===== config.mk =====
export PLATFORM = sky130hd
export DESIGN_NAME = json_key_string_extractor
export DESIGN_NICKNAME = d
export VERILOG_FILES = /design/src/sv/jkse_pkg.sv /design/src/sv/jkse_front.sv /design/src/sv/jkse_back.sv /design/src/sv/json_key_string_extractor.sv
export VERILOG_INCLUDE_DIRS = /design/src /design/src/sv
export SDC_FILE = /design/constraint.sdc
export NUM_CORES = 1
export LEC_CHECK = 0
export BUFFER_PORTS_ARGS = -buffer_cell sky130_fd_sc_hd__buf_4
export CORE_MARGIN = 2
export CORE_UTILIZATION = 35
export CTS_CLUSTER_DIAMETER = 100
export CTS_CLUSTER_SIZE = 8
export DETAILED_ROUTE_END_ITERATION = 7
export PLACE_DENSITY = 0.55
export SLEW_MARGIN = 20
export SYNTH_ARGS = -nofsm -noshare
export SYNTH_HDL_FRONTEND = slang
export SYNTH_SLANG_ARGS = --single-unit
export TNS_END_PERCENT = 5

===== constraint.sdc =====
create_clock -name clk -period 8.7 [get_ports clk]
set_input_delay 0.87 -clock clk [delete_from_list [all_inputs] [get_ports clk]]
set_output_delay 0.87 -clock clk [all_outputs]
set_load 0.005 [all_outputs]

===== src/sv/json_key_string_extractor_macros.svh =====
// Assertion helpers for the extractor back end.
`ifndef JSON_KEY_STRING_EXTRACTOR_MACROS_SVH
`define JSON_KEY_STRING_EXTRACTOR_MACROS_SVH

// Same-cycle implication, checked outside reset.
`define JKSE_ASSERT_NOW(label, ante, cons, msg) \
  label: assert property (@(posedge clk) disable iff (rst) (ante) |-> (cons)) \
    else $error(msg);

// Next-cycle implication, checked outside reset.
`define JKSE_ASSERT_NEXT(label, ante, cons, msg) \
  label: assert property (@(posedge clk) disable iff (rst) (ante) |=> (cons)) \
    else $error(msg);

`endif


===== src/sv/jkse_pkg.sv =====
package jkse_pkg;

  localparam int MAX_KEY_BYTES = 16;
  localparam int KEY_LEN_W     = 5;
  localparam int CFG_DATA_W    = 64;
  localparam int CFG_INDEX_W   = 2;
  localparam int QUEUE_DEPTH   = 2;

  // Register indexes on the configuration channel
  localparam logic [CFG_INDEX_W-1:0] REG_KEY_LENGTH = 2'd0;
  localparam logic [CFG_INDEX_W-1:0] REG_KEY_LOW    = 2'd1;
  localparam logic [CFG_INDEX_W-1:0] REG_KEY_HIGH   = 2'd2;

  // Character codes
  localparam logic [7:0] CH_COLON  = 8'h3A;
  localparam logic [7:0] CH_QUOTE  = 8'h22;
  localparam logic [7:0] CH_BSLASH = 8'h5C;
  localparam logic [7:0] CH_SPACE  = 8'h20;
  localparam logic [7:0] CH_TAB    = 8'h09;
  localparam logic [7:0] CH_CR     = 8'h0D;
  localparam logic [7:0] CH_LF     = 8'h0A;
  localparam logic [7:0] CH_FF     = 8'h0C;
  localparam logic [7:0] CH_VT     = 8'h0B;

  typedef enum logic [2:0] {
    ST_FOUND        = 3'd0,
    ST_ABSENT       = 3'd1,
    ST_NO_COLON     = 3'd2,
    ST_NOT_STRING   = 3'd3,
    ST_UNTERMINATED = 3'd4
  } status_t;

  typedef struct packed {
    logic [7:0] text_byte;
    logic       end_of_text;
  } in_item_t;

  typedef struct packed {
    logic       is_status;
    logic [7:0] value_byte;
    status_t    status;
    logic       last;
  } out_item_t;

  // Classified byte handed from the front to the back
  typedef struct packed {
    logic [7:0] text_byte;
    logic       end_of_text;
    logic       is_ws;
    logic       is_colon;
    logic       is_quote;
    logic       is_bslash;
  } cls_t;

  function automatic cls_t classify(input in_item_t item);
    cls_t c;
    c.text_byte   = item.text_byte;
    c.end_of_text = item.end_of_text;
    c.is_ws       = (item.text_byte == CH_SPACE) || (item.text_byte == CH_TAB) ||
                    (item.text_byte == CH_CR)    || (item.text_byte == CH_LF)  ||
                    (item.text_byte == CH_FF)    || (item.text_byte == CH_VT);
    c.is_colon    = (item.text_byte == CH_COLON);
    c.is_quote    = (item.text_byte == CH_QUOTE);
    c.is_bslash   = (item.text_byte == CH_BSLASH);
    return c;
  endfunction

endpackage


===== src/sv/jkse_front.sv =====
module jkse_front (
  input  logic              clk,
  input  logic              rst,
  input  logic              in_valid,
  output logic              in_ready,
  input  jkse_pkg::in_item_t in_data,
  output logic              head_valid,
  output jkse_pkg::cls_t    head,
  input  logic              pop
);
  import jkse_pkg::*;

  localparam int PtrW = (QUEUE_DEPTH > 1) ? $clog2(QUEUE_DEPTH) : 1;
  localparam int CntW = $clog2(QUEUE_DEPTH + 1);

  cls_t            entries [QUEUE_DEPTH];
  logic [PtrW-1:0] wr_ptr;
  logic [PtrW-1:0] rd_ptr;
  logic [CntW-1:0] count;
  logic            push;

  assign in_ready   = (count != CntW'(QUEUE_DEPTH));
  assign push       = in_valid && in_ready;
  assign head_valid = (count != '0);
  assign head       = entries[rd_ptr];

  // Classify on the way in so the back only sees flags
  always_ff @(posedge clk) begin
    if (push) begin
      entries[wr_ptr] <= classify(in_data);
    end
  end

  always_ff @(posedge clk) begin
    if (rst) begin
      wr_ptr <= '0;
      rd_ptr <= '0;
      count  <= '0;
    end else begin
      if (push) begin
        wr_ptr <= (wr_ptr == PtrW'(QUEUE_DEPTH - 1)) ? '0 : wr_ptr + 1'b1;
      end
      if (pop) begin
        rd_ptr <= (rd_ptr == PtrW'(QUEUE_DEPTH - 1)) ? '0 : rd_ptr + 1'b1;
      end
      if (push && !pop) begin
        count <= count + 1'b1;
      end else if (pop && !push) begin
        count <= count - 1'b1;
      end
    end
  end

endmodule


===== src/sv/jkse_back.sv =====
`include "json_key_string_extractor_macros.svh"

module jkse_back #(
  parameter int MaxKeyBytes = jkse_pkg::MAX_KEY_BYTES
) (
  input  logic                                clk,
  input  logic                                rst,
  input  logic [jkse_pkg::KEY_LEN_W-1:0]      key_length,
  input  logic [MaxKeyBytes-1:0][7:0]         key,
  input  logic                                head_valid,
  input  jkse_pkg::cls_t                      head,
  output logic                                pop,
  output logic                                out_valid,
  input  logic                                out_ready,
  output jkse_pkg::out_item_t                 out_data
);
  import jkse_pkg::*;

  localparam int WinDepth = MaxKeyBytes + 2;
  localparam int SeenW    = $clog2(WinDepth + 1);
  localparam int KlenW    = $clog2(MaxKeyBytes + 1);
  localparam int KeyIdxW  = (MaxKeyBytes > 1) ? $clog2(MaxKeyBytes) : 1;

  typedef enum logic [5:0] {
    PH_SEARCH = 6'b000001,
    PH_COLON  = 6'b000010,
    PH_QUOTE  = 6'b000100,
    PH_VALUE  = 6'b001000,
    PH_ESCAPE = 6'b010000,
    PH_DONE   = 6'b100000
  } phase_t;

  phase_t                     phase, phase_next;
  logic [SeenW-1:0]           bytes_seen, seen_next, seen_inc;
  logic [WinDepth-1:0][7:0]   window;
  logic [WinDepth-1:0][7:0]   win_shift;
  logic [KlenW-1:0]           klen;
  logic                       match;
  logic                       step;
  logic                       shift_en;
  logic                       res_valid;
  out_item_t                  res;

  assign step = head_valid && (!out_valid || out_ready);
  assign pop  = step;

  // Clamp oversized key lengths
  assign klen = (key_length > KEY_LEN_W'(MaxKeyBytes)) ? KlenW'(MaxKeyBytes)
                                                      : KlenW'(key_length);

  assign seen_inc = (bytes_seen == SeenW'(WinDepth)) ? bytes_seen : bytes_seen + 1'b1;

  // Window after taking the new byte; entry 0 is the newest
  always_comb begin
    win_shift[0] = head.text_byte;
    for (int j = 1; j < WinDepth; j++) begin
      win_shift[j] = window[j-1];
    end
  end

  // Parallel compare: quote, key bytes newest-last, quote
  always_comb begin
    logic [KlenW-1:0] kidx;
    logic [7:0]       want;
    logic             ok;
    match = (int'(seen_inc) >= int'(klen) + 2);
    for (int j = 0; j < WinDepth; j++) begin
      kidx = klen - KlenW'(j);
      want = CH_QUOTE;
      ok   = 1'b1;
      if (j == 0 || j == int'(klen) + 1) begin
        ok = (win_shift[j] == CH_QUOTE);
      end else if (j <= int'(klen)) begin
        want = key[kidx[KeyIdxW-1:0]];
        ok   = (win_shift[j] == want);
      end
      match = match && ok;
    end
  end

  always_comb begin
    logic    finished;
    logic    have_value;
    logic    skip;
    logic    clear;
    status_t st;
    phase_next = phase;
    seen_next  = bytes_seen;
    shift_en   = 1'b0;
    finished   = 1'b0;
    have_value = 1'b0;
    skip       = 1'b0;
    clear      = 1'b0;
    st         = ST_FOUND;
    case (phase)
      PH_SEARCH: begin
        shift_en  = 1'b1;
        seen_next = seen_inc;
        if (match) begin
          phase_next = PH_COLON;
        end
      end
      PH_COLON: begin
        if (head.is_colon) begin
          phase_next = PH_QUOTE;
        end else if (!head.is_ws) begin
          finished = 1'b1;
          st       = ST_NO_COLON;
        end
      end
      PH_QUOTE: begin
        if (head.is_quote) begin
          phase_next = PH_VALUE;
        end else if (!head.is_ws) begin
          finished = 1'b1;
          st       = ST_NOT_STRING;
        end
      end
      PH_VALUE: begin
        if (head.is_bslash) begin
          phase_next = PH_ESCAPE;
        end else if (head.is_quote) begin
          finished = 1'b1;
          st       = ST_FOUND;
        end else begin
          have_value = 1'b1;
        end
      end
      PH_ESCAPE: begin
        phase_next = PH_VALUE;
        have_value = 1'b1;
      end
      default: begin
        skip  = 1'b1;
        clear = head.end_of_text;
      end
    endcase

    // End of text before a finish: status follows the phase reached
    if (!skip && !finished && head.end_of_text) begin
      finished = 1'b1;
      case (phase_next)
        PH_SEARCH: st = ST_ABSENT;
        PH_COLON:  st = ST_NO_COLON;
        PH_QUOTE:  st = ST_NOT_STRING;
        default:   st = ST_UNTERMINATED;
      endcase
    end

    if (finished) begin
      if (head.end_of_text) begin
        clear = 1'b1;
      end else begin
        phase_next = PH_DONE;
      end
    end

    if (clear) begin
      phase_next = PH_SEARCH;
      seen_next  = '0;
    end

    res_valid = finished || have_value;
    if (finished) begin
      res.is_status  = 1'b1;
      res.value_byte = '0;
      res.status     = st;
      res.last       = 1'b1;
    end else begin
      res.is_status  = 1'b0;
      res.value_byte = head.text_byte;
      res.status     = ST_FOUND;
      res.last       = 1'b0;
    end
  end

  always_ff @(posedge clk) begin
    if (step && shift_en) begin
      window <= win_shift;
    end
    if (step && res_valid) begin
      out_data <= res;
    end
  end

  always_ff @(posedge clk) begin
    if (rst) begin
      phase      <= PH_SEARCH;
      bytes_seen <= '0;
      out_valid  <= 1'b0;
    end else begin
      if (step) begin
        phase      <= phase_next;
        bytes_seen <= seen_next;
      end
      if (step && res_valid) begin
        out_valid <= 1'b1;
      end else if (out_ready) begin
        out_valid <= 1'b0;
      end
    end
  end

  `JKSE_ASSERT_NOW(a_status_is_last, out_valid, out_data.is_status == out_data.last, "status and last disagree")
  `JKSE_ASSERT_NOW(a_value_status_zero, out_valid && !out_data.is_status, out_data.status == ST_FOUND, "value byte carries a status")
  `JKSE_ASSERT_NOW(a_seen_bound, 1'b1, bytes_seen <= SeenW'(WinDepth), "bytes_seen past window depth")
  `JKSE_ASSERT_NEXT(a_eot_clears, step && head.end_of_text, phase == PH_SEARCH && bytes_seen == '0, "text end did not clear state")

endmodule


===== src/sv/json_key_string_extractor.sv =====
// JSON key/string-value extractor.
// Input channel (in_valid/in_ready/in_data): one JSON text byte per transfer,
// end_of_text set on the final byte of a text. The block finds the first
// quoted occurrence of the configured key, then expects optional whitespace,
// a colon, whitespace and an opening quote, and streams the string value.
// Output channel (out_valid/out_ready/out_data): value bytes (is_status 0),
// then one status transfer with last set. On any status other than found
// the receiver drops value bytes it already took for that text.
// Configuration channel (cfg_valid/cfg_ready/cfg_index/cfg_data): index 0
// key length, 1 key bytes 0..7, 2 key bytes 8..15; always ready, write only
// while idle.
// Throughput: one byte per cycle while the receiver is ready; the key compare
// over the byte window is combinational. A byte that yields output passes
// the queue stage, then the output register, before out_valid rises. When
// the receiver stalls, the output register holds and the two-entry queue
// fills, then in_ready drops. Reset clears the key registers, the queue and
// the parser state; no clearing sweep is needed.
module json_key_string_extractor #(
  parameter int MaxKeyBytes = jkse_pkg::MAX_KEY_BYTES
) (
  input  logic                              clk,
  input  logic                              rst,
  input  logic                              in_valid,
  output logic                              in_ready,
  input  jkse_pkg::in_item_t                in_data,
  output logic                              out_valid,
  input  logic                              out_ready,
  output jkse_pkg::out_item_t               out_data,
  input  logic                              cfg_valid,
  output logic                              cfg_ready,
  input  logic [jkse_pkg::CFG_INDEX_W-1:0]  cfg_index,
  input  logic [jkse_pkg::CFG_DATA_W-1:0]   cfg_data
);
  import jkse_pkg::*;

  logic [KEY_LEN_W-1:0]        key_length;
  logic [CFG_DATA_W-1:0]       key_bytes_low;
  logic [CFG_DATA_W-1:0]       key_bytes_high;
  logic [2*CFG_DATA_W-1:0]     key_full;
  logic [MaxKeyBytes-1:0][7:0] key;
  logic                        head_valid;
  cls_t                        head;
  logic                        pop;

  // Configuration writes take effect in the next cycle
  assign cfg_ready = 1'b1;

  always_ff @(posedge clk) begin
    if (rst) begin
      key_length     <= '0;
      key_bytes_low  <= '0;
      key_bytes_high <= '0;
    end else if (cfg_valid && cfg_ready) begin
      case (cfg_index)
        REG_KEY_LENGTH: key_length     <= cfg_data[KEY_LEN_W-1:0];
        REG_KEY_LOW:    key_bytes_low  <= cfg_data;
        REG_KEY_HIGH:   key_bytes_high <= cfg_data;
        default: ;  // drop writes to unmapped indexes
      endcase
    end
  end

  // Key byte 0 sits in the lowest bits
  assign key_full = {key_bytes_high, key_bytes_low};
  assign key      = key_full[MaxKeyBytes*8-1:0];

  // Front: accept and classify bytes into a short queue
  jkse_front u_front (
    .clk        (clk),
    .rst        (rst),
    .in_valid   (in_valid),
    .in_ready   (in_ready),
    .in_data    (in_data),
    .head_valid (head_valid),
    .head       (head),
    .pop        (pop)
  );

  // Back: key window match, phase tracking and output register
  jkse_back #(
    .MaxKeyBytes (MaxKeyBytes)
  ) u_back (
    .clk        (clk),
    .rst        (rst),
    .key_length (key_length),
    .key        (key),
    .head_valid (head_valid),
    .head       (head),
    .pop        (pop),
    .out_valid  (out_valid),
    .out_ready  (out_ready),
    .out_data   (out_data)
  );

endmodule

# Word-level counts from Yosys, hierarchy flattened
# Memories as Yosys holds them, arrays and structs flattened. A register that Yosys moved wholly into a read port is not among the register bits.
# Cells that the tools add are included.
dict set report op_classes {
  n_reduce_logical 47
  eq_ne 73
  muxes 112
  order_cmp 36
  addsub 24
}
# cell count
set op_table {}
lappend op_table {{$bmux W8 S4} 17}
lappend op_table {{$eq A5 B32 Y1 const A} 8}
lappend op_table {{$eq A8 B6 Y1 const B} 21}
lappend op_table {{$eq A8 B8 Y1} 17}
lappend op_table {{$mux W8} 17}
lappend op_table {{$eq A4 B32 Y1 const A} 4}
lappend op_table {{$lt A4 B5 Y1 const B} 17}
lappend op_table {{$eq A3 B32 Y1 const A} 2}
lappend op_table {{$eq A6 B32 Y1 const A} 2}
lappend op_table {{$mux W1} 54}
lappend op_table {{$mux W6} 7}
lappend op_table {{$eq A8 B4 Y1 const B} 5}
lappend op_table {{$le A4 B5 Y1 const A} 8}
lappend op_table {{$eq A2 B32 Y1 const A} 1}
lappend op_table {{$ge A6 B32 Y1} 1}
lappend op_table {{$sub A4 B4 Y4 const B} 8}
lappend op_table {{$pmux W6 S5} 1}
lappend op_table {{$logic_and A1 B1 Y1} 26}
lappend op_table {{$le A3 B5 Y1 const A} 4}
lappend op_table {{$mux W5} 4}
lappend op_table {{$sub A4 B3 Y4 const B} 4}
lappend op_table {{$mux W13} 1}
lappend op_table {{$eq A6 B1 Y1 const B} 2}
lappend op_table {{$eq A6 B2 Y1 const B} 2}
lappend op_table {{other kinds (32)} 59}
dict set report word_totals {
  reg_bits 298
  memories 1
  word_cells 323
  mem_bits_rw 26
}
# memory depth width read_ports rd_clocked_by_memory_dff wr line_no
set mem_list {}
lappend mem_list {u_front.entries 2 13 1 1 1 jkse_front.sv:16} ;# cls_t entries [QUEUE_DEPTH];

# Logic depth before layout (Yosys ltp)
dict set report logic_depth {
  word_depth 31
  ltp_mapped 21
}

# Hierarchy
# From an unflattened synthesis, not the netlist that was laid out.
dict set report hier_totals {
  cells_unflattened 2565
  area_unflattened_um2 25127.8
}
# mod n_inst area_per_inst_um2 cells_each
set by_module_without_submodules {}
lappend by_module_without_submodules {jkse_back 1 18367.6 1981}
lappend by_module_without_submodules {json_key_string_extractor 1 5506.5 507}
lappend by_module_without_submodules {jkse_front 1 1253.7 77}

# Least setup slack after synthesis
# Ideal clock, no wire load.
dict set report synth_path {
  path_kind {input port to flip-flop}
  startpoint {input out_ready}
  endpoint {register u_back.phase[1]}
  setup_ns 0.087
  t_required_ns 8.613
  slack_ns 0.850
  arrival_ns 7.763
  stages 5
  cell_sequence {nand2b_1 -> o21a_1 -> clkinv_1 -> nor2_1 -> a31o_2}
}
dict set report synth_between {
  elab_chain_cells 2
}
# item line_no
set synth_lines {}
lappend synth_lines {{from (decl)} json_key_string_extractor.sv:27} ;# input logic out_ready,
lappend synth_lines {{$logic_or A1 B1 Y1} jkse_back.sv:44} ;# assign step = head_valid && (!out_valid || out_ready);
lappend synth_lines {{$logic_and A1 B1 Y1} jkse_back.sv:44}
lappend synth_lines {{to (signal assigned)} jkse_back.sv:193} ;# phase <= phase_next;
lappend synth_lines {{to (decl)} jkse_back.sv:33} ;# phase_t phase, phase_next;
# No other way between the ends.
# A chain may end at the register's enable or synchronous reset.

# Worst setup path after layout
dict set report layout_path {
  startpoint {register key_length[4]}
  endpoint {register, netlist name u_back.out_data[1]}
}
dict set report layout_between {
  elab_chain_cells 30
  word_cells_on_any_way 166
  cone_classes {add/sub: 19; order compare: 19; eq/ne: 37; mux: 73; reduce/logical: 18}
}
# item line_no
set layout_lines {}
lappend layout_lines {{from (decl)} json_key_string_extractor.sv:36} ;# logic [KEY_LEN_W-1:0] key_length;
lappend layout_lines {{from (signal assigned)} json_key_string_extractor.sv:55} ;# REG_KEY_LENGTH: key_length <= cfg_data[KEY_LEN_W-1:0];
lappend layout_lines {{$gt A5 B5 Y1} jkse_back.sv:48} ;# assign klen = (key_length > KEY_LEN_W'(MaxKeyBytes)) ? KlenW'(MaxKeyBytes)
lappend layout_lines {{$mux W5 *} jkse_back.sv:48}
lappend layout_lines {{$sub A4 B1 Y4} jkse_back.sv:68} ;# kidx = klen - KlenW'(j);
lappend layout_lines {{$bmux W8 S4} jkse_back.sv:74} ;# want = key[kidx[KeyIdxW-1:0]];
lappend layout_lines {{$mux W8 (implied by the code)} jkse_back.sv:74}
lappend layout_lines {{$eq A8 B8 Y1} jkse_back.sv:75} ;# ok = (win_shift[j] == want);
lappend layout_lines {{$mux W1} jkse_back.sv:73} ;# end else if (j <= int'(klen)) begin
lappend layout_lines {{$mux W1} jkse_back.sv:71} ;# if (j == 0 || j == int'(klen) + 1) begin
lappend layout_lines {{$logic_and A1 B1 Y1 (16 in series)} jkse_back.sv:77} ;# match = match && ok;
lappend layout_lines {{$logic_and A1 B1 Y1 *} jkse_back.sv:77}
lappend layout_lines {{$mux W6 *} jkse_back.sv:99} ;# if (match) begin
lappend layout_lines {{$pmux W6 S5 *} jkse_back.sv:95} ;# case (phase)
lappend layout_lines {{$eq A6 B3 Y1, or another cell as far along} jkse_back.sv:142} ;# case (phase_next)
lappend layout_lines {{$pmux W3 S3 *} jkse_back.sv:142}
lappend layout_lines {{$mux W3 *} jkse_back.sv:140} ;# if (!skip && !finished && head.end_of_text) begin
# Every way passes the cells marked *; elsewhere a longest branch is shown, timed or not. The select of a mux whose other input is x is not followed.

==> flow_summary.yaml <==
cts:
  clock_latency_ps: 580
  postCtsSetupRepairBufs: 0
  cts_resized: 0
  clockBufferDepth: 3
  cts.clk_slew.worst_paths_ps: 60
  cts_sinks: 324
  htree_levels: 2
  ctsHoldBuffers: 0
  cts_tree: "yes"
  cts_inserted_buffers: 46
  cts_root_buf: "clkbuf_16"
floorplan:
  ios: 96
  core_area_um2: 64200
  dieHeight_um: 258
  num_rows: 93
  initial_utilization_pct: 35.3
  die_area_um2: 66800
  die_width_um: 258
place:
  gp_congestion: 1.09
  preCtsSetupSlack_ps: 2080
  dpl.hpwl_um: 84100
  dp_cells: 3224
  port_buffers: 94
status:
  status: "finished clean"
hold_path:
  hold_class: "input pin to flop"
  min_delay_path_depth: 1
logic_synthesis:
  yosys-top-cells-count: "366 x nand2_1, 235 x a21oi_1, 174 x edfxtp_1, 153 x mux2i_1, 150 x dfxtp_1"
  synth_nets: 2527
  netlist_area_um2: 22700
  syn_area_per_cell_um2: 9.33
  synthArstFlopShare_pct: 0
  synthMostInstantiatedCell: "nand2_1"
  synth_flop_cell: "edfxtp_1"
  yosysTopAreaCell: "edfxtp_1"
  synthTopCellsByArea: "edfxtp_1 23%, dfxtp_1 13%, mux2i_1 6.8%, mux4_2 6.8%, nand2_1 6.1%"
  synth_top_area_share_pct: 23.1
  yosysWarnings: 0
  ys_ff_latch: 324
  syn_inst: 2429
  yosysSeqAreaShare_pct: 36.3
  synth.distinct_cells: 93
  synth_edf_count: 174
global_routing:
  grt_pass1_wl_um: 155000
  grt_overflow: 0
  grt_pass1_vias: 20400
  antenna_found_initial: 6
  grt_max_degree: 95
  grtUsageTotal_pct: 32.5
sta:
  setup_slack_ps: 1760
  rsz0062_at_grt: "no"
  worst_pin_slew_ps: 1190
  min_period_ps: 6940
  fmax_ghz: 0.144
  period_share_pct: 79.7
  whs_ps: 486
  setup_tns_ps: 0
  clock_skew_ps: 22.6
  finalMaxSlewViolations: 0
  finalSetupViolCount: 0
  final_hold_viol_count: 0
  max_slew_margin_pct: 20.6
worst_setup_path:
  crit_arrival_ps: 7270
  reg2regPathDepth: 15
  worstSetupPathType: "flop to flop"
  start_kind: "flop"
  critPathRequiredTime_ps: 9040
  cp_max_fo: 37
  end_kind: "flop"
pwr:
  power.leakage_nw: 8.30
  p_int_mw: 3.74
  sequentialPowerShare_pct: 48.8
  ir_worst_vdd_mv: 0.169
  switching_share_pct: 37.3
  clockPowerShare_pct: 27.5
  power_density_nw_per_um2: 237
  power_mw: 5.96
  combPwrFrac_pct: 23.7
  p_switching_mw: 2.22
detailed_routing:
  ant_nets: 0
  first_iter_violations: 3108
  drt_first_pass_iters: 6
  post_drt_via_cell_ratio: 6.62
  wl_um: 111000
  vias: 21800
  wire_per_inst_um: 33.8
  drc: 0
job:
  maxCapViolations: 0
cells_and_area:
  drive_above_1_share_pct: 13.9
  area_delta_synth_final_pct: 11.1
  final_cells: 3292
  nets: 2515
[critical path: stages (launching register included)]
cell and delay, ps:
dfxtp_4 680, nand2b_1 480, buf_4 460, ha_1 220, buf_4 280, inv_1 440, nand2_2 590, mux2_2 410
a2111oi_1 670, xor2_1 190, nand4_1 160, o31ai_1 660, o2111a_1 300, nand4_1 330, or3_1 510, a22o_1 220
[kinds of logic (layout without fill, tap and decap cells)]
group | Yosys count | after routing | share of synthesized area, %
and+or+nand+nor | 830 | 830 | 18.7
AOI/OAI and AO/OA | 622 | 622 | 18.3
DFF | 324 | 324 | 36.3
muxes | 250 | 250 | 15.0
buffers and inverters | 232 | 236 | 4.76
xor gates and xnor gates | 152 | 152 | 5.91
adders and majority gates | 18 | 18 | 0.994
other | 1 | 5 | 0.0165
[per-layer routing]
metal  track usage, %  vias up  part of all wire [%]
met1             42.1    10700                    39
met2             47.3     1509                    42
met3             9.90      362                    12
met4             19.7        6                   7.0
li1                 -     9200                     -
met5            0.427        -                 0.074
[metrics by stage]
| stage | utilization, % | cell area (µm²) |
|---|---|---|
| after floorplan | - | 22700 |
| after global placement | 37.2 | 23900 |
| after detailed placement | 37.2 | 23900 |
| after CTS | 39.2 | 25200 |
| after global routing | 39.2 | 25200 |
| final | 39.2 | 25200 |
[power by group through the flow]
stage	Clock (mW)	Sequential (mW)	Combinational, mW
final	1.64	2.91	1.41
after global routing	1.73	2.91	1.51
after CTS	1.67	2.88	1.38
after detailed placement	0	2.90	1.38
after global placement	0	2.91	1.37
after floorplan	0	2.54	0.991
[flip-flops by register name (all words and copies together) (netlist names), named ones only]
| signal | count |
|---|---|
| key_bytes_low | 64 |
| u_front.rd_ptr | 1 |
| u_front.count | 2 |
| u_front.entries | 26 |
| key_bytes_high | 64 |
| u_back.bytes_seen | 5 |
| u_back.win_shift | 136 |
| u_back.out_data | 12 |
| u_front.wr_ptr | 1 |
| u_back.phase | 6 |
| u_back.out_valid | 1 |
| key_length | 5 |
[cell usage in the layout, fill, tap and decap left out, drive strengths merged, types with 26 or more instances in the layout]
| cell | n |
|---|---|
| mux2i | 154 |
| a221oi | 28 |
| nand2 | 367 |
| inv | 30 |
| edfxtp | 174 |
| mux4 | 68 |
| a22oi | 38 |
| o22ai | 64 |
| a2111oi | 26 |
| o211ai | 58 |
| dfxtp | 150 |
| a21oi | 235 |
| nor4bb | 33 |
| buf | 143 |
| clkbuf | 61 |
| nor2 | 78 |
| o21ai | 40 |
| nand3 | 116 |
| nor3 | 29 |
| nand4 | 30 |
| nor4b | 37 |
| xnor2 | 80 |
| xor2 | 72 |
| mux2 | 28 |
[final cells by class]
type,count,area [µm²]
flip-flops and latches,324,8240
multi-input cells,1873,13400
clock buffers,61,1230
clock inverters,3,33.8
well taps,855,1070
repair buffers,143,1070
inverters,29,114
diodes,4,10.0
fillers,6414,39000
[worst paths after layout]
kind,slack [ps],end,from
max,1760,u_back.out_data[1],key_length[4]
min,490,u_front.entries[0][4],in_data[0]
max reg2reg,1760,u_back.out_data[1],key_length[4]
min reg2reg,500,flop,u_front.rd_ptr
Note: power is estimated with default switching activity, not from simulation.
